**src/bprt_pkg.sv**
```systemverilog
// ----------------------------------------------------------------------------
// bprt_pkg
// Shared widths, register indexes and the divider cell word.
// ----------------------------------------------------------------------------
`default_nettype none

package bprt_pkg;

    localparam int COEF_W  = 24;
    localparam int TRIG_W  = 18;
    localparam int POW_W   = 53;
    localparam int GAIN_W  = 32;
    localparam int FRAC_W  = 16;
    localparam int NCELLS  = GAIN_W;
    localparam int IDX_W   = 3;

    localparam logic [COEF_W-1:0] COEF_ONE = 24'h100000;

    typedef enum logic [IDX_W-1:0] {
        REG_NUM_C0 = 3'd0,
        REG_NUM_C1 = 3'd1,
        REG_NUM_C2 = 3'd2,
        REG_DEN_C0 = 3'd3,
        REG_DEN_C1 = 3'd4,
        REG_DEN_C2 = 3'd5
    } t_reg_idx;

    typedef struct packed {
        logic              valid;
        logic [POW_W-1:0]  rem;
        logic [POW_W-1:0]  den;
        logic [GAIN_W-1:0] word;
        logic              sat;
        logic              dz;
    } t_cell;

endpackage

`default_nettype wire

```
**src/bprt_div_cell.sv**
```systemverilog
// ----------------------------------------------------------------------------
// bprt_div_cell
// One restoring division step: one quotient bit per cell.
// ----------------------------------------------------------------------------
`default_nettype none

module bprt_div_cell (
    input  wire                     i_clk,
    input  wire                     i_rst_n,
    input  wire                     i_en,
    input  wire  bprt_pkg::t_cell   i_cell,
    output bprt_pkg::t_cell         o_cell
);

    bprt_pkg::t_cell r_cell, n_cell;
    logic [bprt_pkg::POW_W:0] n_trial;
    logic [bprt_pkg::POW_W:0] n_diff;
    logic                     n_ge;

    always_comb begin
        n_trial = {i_cell.rem, i_cell.word[bprt_pkg::GAIN_W-1]};
        n_diff  = n_trial - {1'b0, i_cell.den};
        n_ge    = n_trial >= {1'b0, i_cell.den};
        n_cell      = i_cell;
        n_cell.rem  = n_ge ? n_diff[bprt_pkg::POW_W-1:0] : n_trial[bprt_pkg::POW_W-1:0];
        n_cell.word = {i_cell.word[bprt_pkg::GAIN_W-2:0], n_ge};
    end

    always_ff @(posedge i_clk) begin
        if (!i_rst_n) begin
            r_cell.valid <= 1'b0;
        end else if (i_en) begin
            r_cell <= n_cell;
        end
    end

    assign o_cell = r_cell;

endmodule

`default_nettype wire

```
**config.mk**
```make
export PLATFORM = sky130hd
export DESIGN_NAME = bprt_div_cell
export DESIGN_NICKNAME = d
export VERILOG_FILES = /design/src/bprt_pkg.sv /design/src/bprt_div_cell.sv
export SDC_FILE = /design/constraint.sdc
export NUM_CORES = 1
export LEC_CHECK = 0
export BUFFER_PORTS_ARGS = -buffer_cell sky130_fd_sc_hd__buf_2
export CAP_MARGIN = 10
export CORE_ASPECT_RATIO = 0.7
export CORE_MARGIN = 1
export CORE_UTILIZATION = 52
export DETAILED_ROUTE_END_ITERATION = 10
export HOLD_SLACK_MARGIN = 0.06
export PLACE_DENSITY = 0.87
export SYNTH_ARGS = -nofsm -noshare
export SYNTH_HDL_FRONTEND = slang
export SYNTH_SLANG_ARGS = --single-unit
```
**constraint.sdc**
```tcl
create_clock -name i_clk -period 5.2 [get_ports i_clk]
set_input_delay 0.78 -clock i_clk [delete_from_list [all_inputs] [get_ports i_clk]]
set_output_delay 0.78 -clock i_clk [all_outputs]
set_load 0.02 [all_outputs]
```
=== Word level (Yosys, flattened, before mapping) ===
Index checks and enable logic that the tools add are counted.

* Register bits after elaboration: 141
* Bits of input ports: 144
* Output and inout port bits: 141
* Word-level logic and storage cells: 10

* $add $sub $neg: 1
* $lt $le $gt $ge: 1
* Muxes and demuxes: 1
* Reduce and logical (&&, ||, !) cells: 1

{| class="wikitable"
|+ Operators with widths
! operator !! number
|-
| $ge A54 B53 Y1 || 1
|-
| $mux W53 || 1
|-
| $sub A53 B53 Y53 || 1
|-
| $reduce_and A2 Y1 || 1
|}

=== Logic depth before layout (Yosys ltp) ===
Gate-level depths: netlist of run 1.

* Depth in word-level cells: 2
* Mapped depth: 15

=== Worst setup path after synthesis of run 1 ===
Ideal clock, no wire load.

* Path kind: input -> register
* From: input i_en
* To: register r_cell (netlist bit o_cell[0]) (enable)
* Setup time: 0.515 ns
* Arrival: 3.980 ns
* Required time: 4.685 ns
* Setup slack: 0.704 ns
* Cell stages on the path: 1
* Buffers on the path: 0
* Path through: and2_1

* Cells in the longest elaborated chain, start to end: 1

{| class="wikitable"
|+ RTL lines
! item !! RTL line !! source
|-
| from (decl) || bprt_div_cell.sv:10 || <nowiki>input wire i_en,</nowiki>
|-
| $reduce_and A2 Y1 (no line) || n/a ||
|-
| to (signal assigned) || bprt_div_cell.sv:33 || <nowiki>r_cell <= n_cell;</nowiki>
|-
| to (decl) || bprt_div_cell.sv:15 || <nowiki>bprt_pkg::t_cell r_cell, n_cell;</nowiki>
|}

No other way between the ends.
A chain may end at the register's enable or synchronous reset.

==> impl_results.md, run 1 <==
- Die Y: 109 um
- Setup-failing EPs final: 0
- Total GRT Usage: 27.6%
- Critical Path Max Stage Delay: 0.58 ns
- Status: completed
- WL per Instance: 18.1 um
- Cell Chain, Critical Path: buf_2, inv_1, ha_1, inv_1, fa_1, a21o_1, a221oi_1, o221ai_2, a21oi_2, o21a_2, nor2_2, a21oi_4, and2_4, buf_4, mux2_4
- Nets: 1226
- Post-synth cell types: 64
- Synth async-reset ratio: 0%
- Startpoint Class: input port
- Root Buffer Master: clkbuf_16
- Mapped Cells: 753
- DIE AREA: 16900 um^2
- Pre-CTS setup slack: 0.671 ns
- EDFF count, synth: 140
- CTS H-tree depth: 4
- Syn Area/Cell: 11.3 um^2
- Synth warn: 0
- Initial antenna violation count: 0
- Area of all placed cells without fillers: 10600 um^2
- Share of cells above drive strength 1: 35.6%
- Hold Crit Class: register to register
- Met1 Use GR: 37.4%
- Pin count of the biggest net entering global routing: 77
- RSZ-0062 raised after global routing: false
- Met2 Usage GRT: 43.6%
- Vias: 7011
- Final Hold Viols: 0
- Top cell by count, worst path: inv_1
- Gr ovfl total: 0
- Worst-path clk slew: 0.06 ns
- Post-DP Area: 10100 um^2
- Max FFs per register: 141
- Fin Setup TNS: 0 ns
- PD cells: 322 nW/um^2
- GRT busiest layer: met2
- Fin. max-slew vios: 0
- Starting Density: 54.2%
- Final worst path period need: 4.12 ns
- Syn-to-layout area delta: 24.7%
- Slowest CP cell: a221oi_1
- Number of global-route vias before repair: 6727
- Mapped Area: 8530 um^2
- P_leak: 4.81 nW
- First-pass GRT wire length: 35300 um
- Ports: 285
- Post-Syn Nets: 951
- Routed Wire Length: 22800 um
- CTS tree: done
- Worst slew pin tran: 0.884 ns
- Clock Path Buffers: 2
- Most common cell after layout, fill and taps aside: buf_2
- Slew headroom: 41.1%
- Die X: 155 um
- Hold buffers post-CTS: 0
- # port buffers: 284
- DR vias/cell: 5.56
- Setup Buffers After CTS: 0
- WS Path Type: input port to register
- CP endpoint kind: register
- Core Area: 15700 um^2
- Worst Path Arrival: 4.28 ns
- Remaining DRCs: 0
- TritonCTS Buffers: 17
- RePlAce Congestion: 0.949
- Hpwl dp: 17600 um
- Final worst slack: 1.08 ns
- Max IR drop VDD: 0.000191 V
- Antenna viol nets, final: 0
- Max FO, Critical Path: 27
- Achievable Freq: 243 MHz
- Met3 GRT Util: 7.51%
- Post-synthesis sequential area ratio: 49.5%
- TritonRoute pass-1 iters: 8
- Layout Skew: 0 ns
- Row cnt: 38
- Synthesized flop and latch total: 141
- Max Cap Violations: 0
- Top FF cell, synth: edfxtp_1
- Post-CTS Resized: 0
- Leading cell types in the layout, fill and taps excluded: 284 x buf_2, 140 x edfxtp_1, 72 x inv_1
- Clock sink total: 141
- Iteration-0 DRC Markers: 595
- Period utilization: 79.1%
- Clock Latency Late Sink: 0.42 ns
- Critical Path RT: 5.36 ns
==> cell type report <==
class,count,area [um^2]
Timing Repair Buffer,289,1480
Antenna cell,1,2.50
Clock buffer,19,443
Tap cell,220,275
Multi-Input combinational cell,507,3830
Inverter,72,270
Sequential cell,141,4220
Fill cell,1213,5100
Clock inverter,13,106
==> cell usage after synthesis, drive strengths merged (2+ instances only) <==
master / count / area [um^2]
xnor2: 33 / 289
or2: 2 / 12.5
o211ai: 8 / 60.1
a211o: 3 / 26.3
nand3: 28 / 140
a41oi: 3 / 26.3
nor3: 9 / 45.0
and3: 15 / 93.8
nand2b: 2 / 12.5
a21oi: 54 / 285
a221oi: 4 / 35.0
nor2: 30 / 115
o31ai: 8 / 60.1
inv: 72 / 270
clkbuf: 26 / 97.6
a21o: 33 / 248
a31o: 4 / 35.0
and2: 11 / 71.3
o21ai: 40 / 200
a31oi: 9 / 56.3
ha: 53 / 663
nand2: 37 / 139
edfxtp: 140 / 4200
nor2b: 4 / 25.0
a211oi: 7 / 57.6
o21bai: 8 / 60.1
o21a: 10 / 76.3
xor2: 11 / 96.3
mux2: 36 / 518
nand4: 14 / 87.6
mux2i: 4 / 40.0
a21boi: 5 / 37.5
a2111oi: 2 / 17.5
buf: 7 / 110
and3b: 3 / 26.3
==> kinds of logic (layout without fill, tap and decap cells) <==
family,Yosys count,after routing,synth area share (%)
AND/OR/NAND/NOR,161,161,9.61
AO/OA/AOI/OAI,208,208,16.2
adder cells (fa/ha/maj),54,54,8.01
multiplexers,40,40,6.54
buffers and inverters,105,393,5.61
XOR/XNOR,44,44,4.52
flip-flops,141,141,49.5
other,0,1,0
==> critical path, delay by kind of cell <==
| kind | cells | cell delay (ns) |
|---|---|---|
| multiplexers | 1 | 0.32 |
| AND/OR/NAND/NOR | 2 | 0.50 |
| buffers and inverters | 4 | 0.52 |
| AO/OA/AOI/OAI | 6 | 1.60 |
| adder cells (fa/ha/maj) | 2 | 0.56 |
==> per-stage QoR <==
stage          power, W  hold slack (ns)  utilization, %  instances
4_1_cts         0.00344            0.515            67.5       1261
3_3_place_gp    0.00229            0.496            64.1       1229
3_5_place_dp    0.00230            0.498            64.1       1229
2_1_floorplan   0.00205            0.589               -        753
6_report        0.00343            0.509            67.6       1262
5_1_grt         0.00357            0.514            67.5       1261
==> power breakdown <==
group | switching (W) | leakage [nW] | total [W] | internal [W]
clock | 0.000507 | 0.261 | 0.00114 | 0.000632
sequential | 0.0000226 | 1.32 | 0.00140 | 0.00137
combinational | 0.000518 | 3.23 | 0.000891 | 0.000373
total | 0.00105 | 4.81 | 0.00343 | 0.00238
==> routing by layer <==
layer | wire length, um | up-vias
met4 | 266 | 0
met3 | 2030 | 28
met2 | 10300 | 326
met1 | 10300 | 3299
met5 | 0 | -
li1 | - | 3358
==> worst paths after layout <==
| check | end | slack (ns) | depth (start not counted) | from |
|---|---|---|---|---|
| worst min register to register | o_cell[140]$_SDFFE_PN0P_ | 0.51 | 2 | o_cell[140]$_SDFFE_PN0P_ |
| worst min-delay path | o_cell[140]$_SDFFE_PN0P_ | 0.51 | 2 | o_cell[140]$_SDFFE_PN0P_ |
| worst max-delay path | o_cell[112]$_DFFE_PP_ | 1.08 | 15 | i_cell[33] |
| worst max register to register | o_cell[140]$_SDFFE_PN0P_ | 4.62 | 2 | o_cell[140]$_SDFFE_PN0P_ |
Note: power is estimated with default switching activity, not from simulation.
==> run 2, diff against run 1 <==
==> constraint.sdc (replaced) <==
create_clock -name i_clk -period 4 [get_ports i_clk]
set_input_delay 0.6 -clock i_clk [delete_from_list [all_inputs] [get_ports i_clk]]
set_output_delay 0.6 -clock i_clk [all_outputs]
set_load 0.02 [all_outputs]
==> run 2 against run 1 <==
Via count rose by 1.7%. Sequential share of layout area fell by 0.46 points. Worst setup slack got worse by 0.49 ns. Global-route usage fell by 0.49 points. Count of clock-buffer cells in the layout fell by 2. Power rose by 34%. Wire length fell by 0.78%. Clock skew did not move. Flip-flop and latch count did not move. Worst hold slack got worse by 0.17 ns. Design area rose by 1.2%. Highest routed layer is now met5.
==> impl_results.md, run 2 (synthesis gave the netlist of run 1 again) <==
- CP endpoint kind: register
- Layout Skew: 0 ns (unchanged)
- Period utilization: 85.2%
- Area of all placed cells without fillers: 10800 um^2 (+1.2%)
- Worst slew pin tran: 0.527 ns (-0.356 ns)
- Setup-failing EPs final: 0 (unchanged)
- Most common cell after layout, fill and taps aside: buf_2
- Antenna viol nets, final: 0 (unchanged)
- Max FFs per register: 141 (unchanged)
- Hold buffers post-CTS: 0 (unchanged)
- Slew headroom: 64.5% (+23 points)
- Number of global-route vias before repair: 6756 (+0.43%)
- Gr ovfl total: 0 (unchanged)
- Final worst path period need: 3.41 ns
- Core Util, Final: 68.4% (+0.80 points)
- Die X: 155 um (unchanged)
- CTS H-tree depth: 4 (unchanged)
- Vias: 7130 (+1.7%)
- Setup Buffers After CTS: 0 (unchanged)
- Achievable Freq: 293 MHz
- Routed Wire Length: 22600 um (-0.78%)
- Share of cells above drive strength 1: 36.3% (+0.61 points)
- Row cnt: 38 (unchanged)
- Core Area: 15700 um^2 (unchanged)
- Met2 Usage GRT: 43.3% (-0.23 points)
- Post-CTS Resized: 0 (unchanged)
- Post-DP Area: 10200 um^2 (+0.87%)
- Status: completed
- P_leak: 4.87 nW (+1.2%)
- Die Y: 109 um (unchanged)
- TritonCTS Buffers: 17 (unchanged)
- Syn-to-layout area delta: 26.2%
- Iteration-0 DRC Markers: 554 (-6.9%)
- # port buffers: 284 (unchanged)
- Nets: 1236 (+0.82%)
- Remaining DRCs: 0 (unchanged)
- RePlAce Congestion: 0.957 (+0.85%)
- CTS tree: done
- TritonRoute pass-1 iters: 7 (-1)
- Worst Path Arrival: 3.65 ns (-0.63 ns)
- Final Hold Viols: 0 (unchanged)
- DR vias/cell: 5.61 (+0.90%)
- Total GRT Usage: 27.1% (-0.49 points)
- Met3 GRT Util: 7.83% (+0.32 points)
- Clock Latency Late Sink: 0.43 ns (about the same)
- DIE AREA: 16900 um^2 (unchanged)
- Fin. max-slew vios: 0 (unchanged)
- Root Buffer Master: clkbuf_16
- Max IR drop VDD: 0.000373 V (+95%)
- Met1 Use GR: 36.0% (-1.4 points)
- GRT busiest layer: met2
- Hold Crit Class: input port to register
- Worst-path clk slew: 0.06 ns (about the same)
- Clock Path Buffers: 2 (unchanged)
- Starting Density: 54.2% (unchanged)
- RSZ-0062 raised after global routing: false
- Initial antenna violation count: 2 (+2)
- Ports: 285 (unchanged)
- Max FO, Critical Path: 7 (-74%)
- Startpoint Class: input port
- Layout filler cell count: 1184 (-2.4%)
- First-pass GRT wire length: 34800 um (-1.4%)
- Clock sink total: 141 (unchanged)
- Max Cap Violations: 0 (unchanged)
- WL per Instance: 17.8 um (-1.6%)
- Hpwl dp: 17700 um (+0.57%)
- Leading cell types in the layout, fill and taps excluded: 284 x buf_2, 140 x edfxtp_1, 72 x inv_1
- WS Path Type: input port to register
- Pin count of the biggest net entering global routing: 77 (unchanged)
- Critical Path RT: 4.24 ns (-1.12 ns)
- PD cells: 426 nW/um^2 (+32%)
- Fin Setup TNS: 0 ns (unchanged)
==> run 2: cell count changes in the layout (fill, tap and decap cells not counted) <==
cell        previous run  this run
buf_4                  3        12
clkinv_4               4         1
clkinvlp_4             3         6
bufinv_16              0         2
buf_12                 2         3
clkbuf_1               1         0
clkbuf_8               1         0
clkinv_1               0         1
clkinv_2               1         0
==> run 2: per-stage QoR <==
step,worst slack [ns],hold WS (ns),total power (W),cells
floorplan,0.419,0.589,0.00266,753
global placement,0.262,0.502,0.00299,1239
detailed placement,0.201,0.514,0.00301,1239
CTS,0.636,0.332,0.00458,1271
global route,0.414,0.327,0.00476,1272
finish,0.592,0.343,0.00458,1272
==> run 2: power breakdown <==
part	internal, W	total, W	switching (W)
Sequential	0.00179	0.00181	0.0000281
Combinational	0.000499	0.00118	0.000682
Clock	0.000925	0.00158	0.000659
==> run 2: critical path, stage by stage <==
cell	delay, ns
buf_2	0.10
inv_1	0.04
ha_1	0.40
a21oi_1	0.10
o21ai_0	0.42
a21oi_1	0.19
a211oi_1	0.35
o21ai_0	0.27
a211oi_1	0.53
o211ai_1	0.17
and3b_1	0.22
o31ai_1	0.25
==> run 2: routing by layer <==
| metal | wire length (um) | up-vias | part of all wire (%) |
|---|---|---|---|
| met5 | 10 | - | 0.044 |
| met4 | 293 | 2 | 1.3 |
| met3 | 2370 | 31 | 10 |
| met2 | 10200 | 369 | 45 |
| met1 | 9800 | 3361 | 43 |
| li1 | - | 3367 | - |
==> run 2: cell type report <==
cell class,count,area [um^2],area share [%]
inverters,72,270,2.51
well taps,220,275,2.56
clock buffers,17,425,3.95
clock inverters,15,161,1.50
flip-flops and latches,141,4220,39.3
repair buffers,299,1570,14.6
diodes,1,2.50,0.0233
multi-input cells,507,3830,35.6
==> run 2: final timing paths <==
path	startpoint	to	slack [ns]	cells after the start
worst min register to register	o_cell[140]$_SDFFE_PN0P_	o_cell[140]$_SDFFE_PN0P_	0.53	2
worst min-delay path	i_cell[15]	o_cell[16]$_DFFE_PP_	0.34	1
worst max register to register	o_cell[140]$_SDFFE_PN0P_	o_cell[140]$_SDFFE_PN0P_	3.41	2
worst max-delay path	i_cell[40]	o_cell[132]$_DFFE_PP_	0.59	12
